File: src/design/mac_learning_table_with_aging_macros.svh
// Assertion helpers for the table controller RTL
`ifndef MAC_LEARNING_TABLE_WITH_AGING_MACROS_SVH
`define MAC_LEARNING_TABLE_WITH_AGING_MACROS_SVH

// Checked only while out of reset
`define MLT_ASSERT(name, clk, rst_n, prop, msg) \
	name: assert property (@(posedge clk) disable iff (!rst_n) prop) else $error(msg);

// Checked at every edge, reset included
`define MLT_ASSERT_ALWAYS(name, clk, prop, msg) \
	name: assert property (@(posedge clk) prop) else $error(msg);

`endif

File: src/design/mlt_pkg.sv
package mlt_pkg;

	// Command codes
	localparam logic [1:0] CMD_LEARN  = 2'd0;
	localparam logic [1:0] CMD_LOOKUP = 2'd1;
	localparam logic [1:0] CMD_DELETE = 2'd2;
	localparam logic [1:0] CMD_AGE    = 2'd3;

	// Status codes
	localparam logic [1:0] ST_OK       = 2'd0;
	localparam logic [1:0] ST_NOTFOUND = 2'd1;
	localparam logic [1:0] ST_FULL     = 2'd2;
	localparam logic [1:0] ST_ZERO     = 2'd3;

	// Field widths
	localparam int MAC_W   = 48;
	localparam int PORT_W  = 8;
	localparam int STAMP_W = 32;
	localparam int AGED_W  = 11;
	localparam int SLOT_W  = MAC_W + PORT_W + STAMP_W;
	localparam logic [AGED_W-1:0] AGED_MAX = {AGED_W{1'b1}};

	// Controller to datapath commands
	typedef struct packed {
		logic load_in;    // capture input item
		logic rd_en;      // read a bucket row
		logic use_row;    // address from row counter, else low bits of mac
		logic commit;     // finish learn/lookup/delete, load result
		logic sweep_step; // age one row, accumulate count
		logic acc_clr;    // clear aged accumulator
		logic emit_sweep; // load sweep result
		logic clr_wr;     // write zero row during clearing pass
	} cmd_t;

	// Datapath to controller status
	typedef struct packed {
		logic       out_valid;
		logic [1:0] command;
	} stat_t;

endpackage

File: src/design/mlt_ctrl.sv
`include "mac_learning_table_with_aging_macros.svh"

module mlt_ctrl #(
	parameter int BUCKETS = 256,
	localparam int BW = $clog2(BUCKETS)
) (
	input  logic                clk,
	input  logic                arst_n,
	input  logic                in_valid,
	output logic                in_ready,
	input  logic                out_ready,
	input  mlt_pkg::stat_t      stat,
	output mlt_pkg::cmd_t       cmd,
	output logic [BW-1:0]       row
);

	localparam logic [2:0] S_CLEAR  = 3'd0;
	localparam logic [2:0] S_IDLE   = 3'd1;
	localparam logic [2:0] S_RD     = 3'd2;
	localparam logic [2:0] S_OP     = 3'd3;
	localparam logic [2:0] S_SW_RD  = 3'd4;
	localparam logic [2:0] S_SW_OP  = 3'd5;
	localparam logic [2:0] S_SW_END = 3'd6;

	localparam logic [BW-1:0] ROW_LAST = BW'(BUCKETS - 1);

	logic [2:0]    state_q, state_d;
	logic [BW-1:0] row_q, row_d;
	logic          out_free;

	assign out_free = !stat.out_valid || out_ready;
	assign in_ready = (state_q == S_IDLE);
	assign row      = row_q;

	// Next state and commands
	always_comb begin
		state_d = state_q;
		row_d   = row_q;
		cmd     = '0;
		case (state_q)
			S_CLEAR: begin
				cmd.clr_wr  = 1'b1;
				cmd.use_row = 1'b1;
				row_d       = row_q + 1'b1;
				if (row_q == ROW_LAST) begin
					row_d   = '0;
					state_d = S_IDLE;
				end
			end
			S_IDLE: begin
				if (in_valid) begin
					cmd.load_in = 1'b1;
					cmd.acc_clr = 1'b1;
					row_d       = '0;
					state_d     = S_RD;
				end
			end
			S_RD: begin
				if (stat.command == mlt_pkg::CMD_AGE) begin
					state_d = S_SW_RD;
				end else begin
					cmd.rd_en = 1'b1;
					state_d   = S_OP;
				end
			end
			S_OP: begin
				if (out_free) begin
					cmd.commit = 1'b1;
					state_d    = S_IDLE;
				end
			end
			S_SW_RD: begin
				cmd.rd_en   = 1'b1;
				cmd.use_row = 1'b1;
				state_d     = S_SW_OP;
			end
			S_SW_OP: begin
				cmd.sweep_step = 1'b1;
				if (row_q == ROW_LAST) begin
					state_d = S_SW_END;
				end else begin
					row_d   = row_q + 1'b1;
					state_d = S_SW_RD;
				end
			end
			S_SW_END: begin
				if (out_free) begin
					cmd.emit_sweep = 1'b1;
					state_d        = S_IDLE;
				end
			end
			default: begin
				state_d = S_IDLE;
			end
		endcase
	end

	// State registers
	always_ff @(posedge clk or negedge arst_n) begin
		if (!arst_n) begin
			state_q <= S_CLEAR;
			row_q   <= '0;
		end else begin
			state_q <= state_d;
			row_q   <= row_d;
		end
	end

	`MLT_ASSERT_ALWAYS(a_clear_blocks, clk, (state_q == S_CLEAR) |-> !in_ready, "item taken during clearing")
	`MLT_ASSERT(a_emit_room, clk, arst_n, (cmd.commit || cmd.emit_sweep) |-> out_free, "result overwrites pending result")
	`MLT_ASSERT(a_accept_next, clk, arst_n, (in_valid && in_ready) |=> (state_q == S_RD), "accepted item not started")

endmodule

File: config.mk
export PLATFORM = sky130hd
export DESIGN_NAME = mlt_ctrl
export DESIGN_NICKNAME = d
export VERILOG_FILES = /design/src/design/mlt_pkg.sv /design/src/design/mlt_ctrl.sv
export VERILOG_INCLUDE_DIRS = /design/src /design/src/design
export SDC_FILE = /design/constraint.sdc
export NUM_CORES = 1
export LEC_CHECK = 0
export BUFFER_PORTS_ARGS = -buffer_cell sky130_fd_sc_hd__buf_2
export CAP_MARGIN = 40
export CELL_PAD_IN_SITES_DETAIL_PLACEMENT = 1
export CELL_PAD_IN_SITES_GLOBAL_PLACEMENT = 1
export CORE_MARGIN = 2
export CORE_UTILIZATION = 30
export CTS_CLUSTER_SIZE = 12
export DETAILED_ROUTE_END_ITERATION = 16
export HOLD_SLACK_MARGIN = 0.12
export PLACE_DENSITY_LB_ADDON = 0.15
export SLEW_MARGIN = 25
export SYNTH_ARGS = -nofsm -noshare
export SYNTH_HDL_FRONTEND = slang
export SYNTH_SLANG_ARGS = --single-unit
export TNS_END_PERCENT = 100
File: constraint.sdc
create_clock -name clk -period 4.4 [get_ports clk]
set_clock_uncertainty 0.1 [all_clocks]
set_input_delay 0.22 -clock clk [delete_from_list [all_inputs] [get_ports clk]]
set_output_delay 0.22 -clock clk [all_outputs]
set_load 0.005 [all_outputs]
Yosys cells after proc, flatten, opt, wreduce, memory -nomap -nowiden
Cells that the tools add are included.
{"block": "totals", "inputBits": 7, "word_cells": 43, "register_bits": 11, "output_inout_bits": 17}
{"block": "op_classes", "eq_ne": 12, "reduce_logical": 8, "add_sub_neg": 1, "muxes": 20}
{"operator": "8-bit two-way mux", "count": 3}
{"operator": "8-bit case mux with 3 select lines", "count": 1}
{"operator": "3-bit case mux with 6 select lines", "count": 1}
{"operator": "3-bit two-way mux", "count": 4}
{"operator": "3-bit equality test (second input constant)", "count": 3}
{"operator": "1-bit two-way mux", "count": 9}
{"operator": "8-bit by 1-bit adder with 8-bit output (second input constant)", "count": 1}
{"operator": "8-bit equality test (second input constant)", "count": 1}
{"operator": "3-bit by 2-bit equality test with 1-bit output (second input constant)", "count": 2}
{"operator": "2-bit inequality test (second input constant)", "count": 3}
{"operator": "3-bit AND reduction", "count": 2}
{"operator": "2-bit OR reduction", "count": 2}
{"operator": "3-bit by 1-bit equality test with 1-bit output (second input constant)", "count": 1}
{"operator": "3-bit zero test", "count": 1}
{"operator": "3-bit nonzero test", "count": 1}
{"operator": "2-bit equality test (second input constant)", "count": 1}
{"operator": "2-bit two-way mux", "count": 1}
{"operator": "2-bit by 1-bit inequality test with 1-bit output (second input constant)", "count": 1}
{"operator": "1-bit case mux with 2 select lines", "count": 1}
{"operator": "1-bit zero test", "count": 1}
{"operator": "1-bit logical OR", "count": 1}

Depth between registers and ports, before layout
{"block": "logic_depth", "word_depth": 4, "ltp_mapped": 5}

Least setup slack after synthesis
No wires, ideal clock.
{"block": "synth_timing", "kind": "flip-flop to flip-flop", "start": "register row_q[0] (netlist: row[0])", "end": "register row_q[2] (netlist: row[2])", "slack_ps": 2686, "stages_incl_launch_ff": 6, "t_arrival_ps": 1488, "synth_period_minus_slack_ps": 1714, "setup_ps": 126, "path_buffers": 0, "cell_sequence": "dfrtp_1 > ha_1 > nand4_2 > o2111a_2 > and3b_1 > a221o_1"}
{"block": "synth_between", "elab_chain_len": 3, "elab_cells_between_ends": 7}
{"element": "start: declaration", "line_no": "mlt_ctrl.sv:28", "source": "logic [BW-1:0] row_q, row_d;"}
{"element": "start signal: assignment", "line_no": "mlt_ctrl.sv:105", "source": "row_q <= row_d;"}
{"element": "8-bit by 1-bit adder with 8-bit output or 8-bit equality test (tied branches)"}
{"element": "8-bit two-way mux, or another cell as far along", "line_no": "mlt_ctrl.sv:79", "source": "if (row_q == ROW_LAST) begin"}
{"element": "8-bit case mux with 3 select lines or 3-bit AND reduction (tied branches)"}
Parallel ways exist; a longest one is shown, timed or not. The select of a mux whose other input is x is not followed.
A chain may end at the register's enable or synchronous reset.

Final worst setup path
{"block": "layout_timing", "start": "register state_q[2]", "end": "register row_q[5] (netlist: row[5])"}
{"block": "layout_between", "elab_chain_len": 3, "elab_cells_between_ends": 8}
{"element": "start: declaration", "line_no": "mlt_ctrl.sv:27", "source": "logic [2:0] state_q, state_d;"}
{"element": "start signal: assignment", "line_no": "mlt_ctrl.sv:104", "source": "state_q <= state_d;"}
{"element": "3-bit equality test, or another cell as far along", "line_no": "mlt_ctrl.sv:40", "source": "case (state_q)"}
{"element": "2-bit inequality test (no line) or 3-bit nonzero test (tied branches)"}
{"element": "3-bit AND reduction (no line)"}
Parallel ways exist; a longest one is shown, timed or not.

==> impl_metrics.env <==
export IMPL_core_area_um2=2432
export IMPL_grt_ovfl_total=0
export IMPL_worst_ep_arrival_time_ns=1.93
export IMPL_syn_area_um2=755.7
export IMPL_synthDominantCellAreaShare_pct=36.42
export IMPL_setup_violations_final=0
export IMPL_chipHeight_um=54.19
export IMPL_nets=115
export IMPL_netlist_top_cell_by_area="dfrtp_1"
export IMPL_routed_wire_per_std_cell_um=14.11
export IMPL_layout_cell_share_with_drive_strength_beyond_1_pct=34.91
export IMPL_place_detailed_hpwl_um=1415
export IMPL_critical_path_max_stage_delay_ns=0.60
export IMPL_critical_path_max_fanout=15
export IMPL_placement_setup_worst_slack_ns=2.549
export IMPL_power_static_leakage_nw=0.4620
export IMPL_floorplan_initialDensity_pct=31.07
export IMPL_cts_repair_resize_count=0
export IMPL_drt_pass1_iterations=4
export IMPL_grt_antenna_before_repair=0
export IMPL_power_density_nw_per_um2=589.5
export IMPL_ys_flop_type="dfrtp_1"
export IMPL_timing_critical_path_required_ns=4.47
export IMPL_buffer_ports_inserted=23
export IMPL_syn_avg_cell_area_um2=9.105
export IMPL_synth_area_leaders="dfrtp_1 (36%), nor2b_1 (4.1%), a22o_2 (4.0%), nor2_1 (4.0%), nand3_1 (3.3%)"
export IMPL_crit_path_end_kind="flop"
export IMPL_clock_insertion_delay_worst_skew_ns=0.28
export IMPL_fin_setup_tns_ns=0
export IMPL_finalPower_w=0.0005428
export IMPL_h_tree_depth=1
export IMPL_layout_setup_ws_ns=2.543
export IMPL_clk_pin_slew_worst_paths_ns=0.09
export IMPL_whs_path_depth=4
export IMPL_irDropWorstVdd_mv=0.2679
export IMPL_drcViolationCount=0
export IMPL_grt_total_usage_pct=15.12
export IMPL_syn_to_final_growth_pct=21.85
export IMPL_rr_worst_depth=4
export IMPL_critical_path_top_delay_family="compound AO/OA/AOI/OAI gates"
export IMPL_crit_slowest_cell="dfrtp_1"
export IMPL_vias_per_cell=5.449
export IMPL_rsz0062_at_grt="no"
export IMPL_critical_path_cell_by_cell="nor2b_1 -> nand2_1 -> o32a_1 -> a221o_1"
export IMPL_maximum_clock_insertion_buffer_count=2
export IMPL_hold_violations=0
export IMPL_totalWireLength_um=1919
export IMPL_place_congestion=0.7292
export IMPL_filler_cell_count=297
export IMPL_rr_startpoint="state_q[2]$_DFFE_PN0P_"
export IMPL_stdcell_area_um2=920.9
export IMPL_minimum_clock_period_after_layout_ns=1.857
export IMPL_placedInstanceArea_um2=883.3
export IMPL_min_path_type="input port to flop"
export IMPL_drtAntennaViolNets=0
export IMPL_first_global_vias=664
export IMPL_worstSetupPathType="flop to flop"
export IMPL_ff2ff_setup_slack_ns=2.54
export IMPL_synthArstFlopShare_pct=100.0
export IMPL_die_width_um=54.19
export IMPL_cell_at_the_root_of_the_clock_tree="clkbuf_4"
export IMPL_n_antenna_cell=0
export IMPL_worst_pin_slew_ns=0.4472
export IMPL_grt_pass1_wl_um=3111
export IMPL_rows=18
export IMPL_yosys_warnings=0
export IMPL_timing_hold_worst_endpoint="state_q[0]$_DFFE_PN0P_"
export IMPL_cts_tree="yes"
export IMPL_start_kind="flop"
export IMPL_netlist_instances=83
export IMPL_die_area_um2=2937
export IMPL_pin_count_of_the_biggest_net_entering_global_routing=17
export IMPL_timing_max_cap_violations=0
export IMPL_cts_setup_buffers=0
export IMPL_fmax_mhz=538.6
export IMPL_run_status="completed"
export IMPL_regToRegEndpoint="row[5]$_DFFE_PN0P_"
export IMPL_synth_edf_count=0
export IMPL_unique_masters_post_synth=36
export IMPL_cts_buffers=3
export IMPL_cts_sink_count=11
export IMPL_net_count_synth=91
export IMPL_seq_area_frac_synth_pct=36.42
export IMPL_cp_buffers_inverters=0
export IMPL_slew_violations=0
export IMPL_postSynthRegisterBits=11
export IMPL_vias_after_detailed_routing=741
export IMPL_hold_start="in_valid"
export IMPL_io_pin_count=24
export IMPL_dr_first_iter_drc_count=10
export IMPL_post_route_period_util_pct=42.19
export IMPL_relSlewSlack_pct=70.18
state kept, by name, summed over array words and instances (netlist names):
name / count
state_q: 3
row: 8
worst max path at each step:
stage | start | endpoint | slack [ns] | cells after the start
2_1_floorplan | row[0]$_DFFE_PN0P_ | row[2]$_DFFE_PN0P_ | 2.69 | 5
3_3_place_gp | row[0]$_DFFE_PN0P_ | row[0]$_DFFE_PN0P_ | 2.57 | 5
3_5_place_dp | row[0]$_DFFE_PN0P_ | row[2]$_DFFE_PN0P_ | 2.55 | 5
4_1_cts | row[0]$_DFFE_PN0P_ | row[2]$_DFFE_PN0P_ | 2.53 | 5
5_1_grt | row[0]$_DFFE_PN0P_ | row[0]$_DFFE_PN0P_ | 2.41 | 5
6_report | state_q[2]$_DFFE_PN0P_ | row[5]$_DFFE_PN0P_ | 2.54 | 4
cell usage in the layout, fill, tap and decap left out, types with 2 or more instances in the layout:
| master | synthesis | layout |
|---|---|---|
| nand2_1 | 5 | 5 |
| nand2b_1 | 2 | 2 |
| o21ai_0 | 3 | 3 |
| nor3_1 | 2 | 2 |
| dfrtp_1 | 11 | 11 |
| a221o_1 | 2 | 2 |
| buf_2 | 1 | 23 |
| and4_2 | 2 | 2 |
| xnor2_1 | 2 | 2 |
| a21oi_1 | 2 | 2 |
| and3_1 | 3 | 3 |
| a22o_2 | 3 | 3 |
| clkbuf_4 | 0 | 3 |
| nor2_1 | 8 | 8 |
| a221oi_1 | 2 | 2 |
| mux2_2 | 2 | 2 |
| inv_1 | 3 | 3 |
| nor2b_1 | 5 | 5 |
| a22oi_1 | 2 | 2 |
| nand3_1 | 5 | 5 |
what timing repair did:
| item | CTS | global route |
|---|---|---|
| hold buffers | 1 | 0 |
| endpoints found under the setup margin | 0 | 0 |
| endpoints found under the hold margin | 11 | 0 |
synthesized netlist by cell type, drive strengths merged (2+ instances only):
library cell	n
dfrtp	11
xnor2	2
a221oi	2
nor2b	5
a22oi	2
o21ai	3
clkbuf	3
and4	2
inv	3
nand2	5
nand3	5
nand2b	2
buf	2
nor2	8
a221o	2
a21oi	2
a22o	3
mux2	2
nor3	2
and3	3
worst reg2reg max path, cell delays in order, from the launching register on:
cell and delay, ns:
dfrtp_1 0.60, nor2b_1 0.27, nand2_1 0.10, o32a_1 0.31, a221o_1 0.38
cell type report:
type                    count  area, um^2  share of cell area [%]
flip-flops and latches     11       275.3                   29.89
multi-input cells          64       444.2                   48.23
inverters                   3       11.26                   1.223
clock buffers               3       22.52                   2.446
repair buffers             24       125.1                   13.59
clock inverters             1       5.005                  0.5435
well taps                  30       37.54                   4.076
metrics by stage:
stage | instances | util [%] | hold slack, ns
final | 136 | 37.86 | 0.2229
after floorplan | 83 | - | -0.1756
after CTS | 136 | 37.86 | 0.2203
after global routing | 136 | 37.86 | 0.2610
after global placement | 131 | 36.32 | 0.007833
after detailed placement | 131 | 36.32 | 0.01031
cells by family (layout without fill, tap and decap cells):
group / count (synthesis) / after routing / synth area share [%]
multiplexers: 2 / 2 / 2.980
adder cells (fa/ha/maj): 1 / 1 / 1.655
AO/OA/AOI/OAI: 22 / 22 / 23.51
AND/OR/NAND/NOR: 37 / 37 / 28.31
XOR/XNOR: 2 / 2 / 2.318
buffers and inverters: 8 / 31 / 4.801
flip-flops: 11 / 11 / 36.42
report_power, final:
group / internal [W] / total, W / switching, W / leakage [nW]
Clock: 0.0000337 / 0.0000740 / 0.0000403 / 0.0177
Combinational: 0.000133 / 0.000263 / 0.000130 / 0.299
Sequential: 0.000131 / 0.000206 / 0.0000747 / 0.145
metal layers:
metal	up-vias	share of wire, %	GRT usage, %
met3	4	3.3	3.333
met2	17	46	20.88
met1	358	49	22.26
met4	0	1.7	6.250
met5	-	0	0
li1	362	-	-
(Power assumes the default switching activity.)
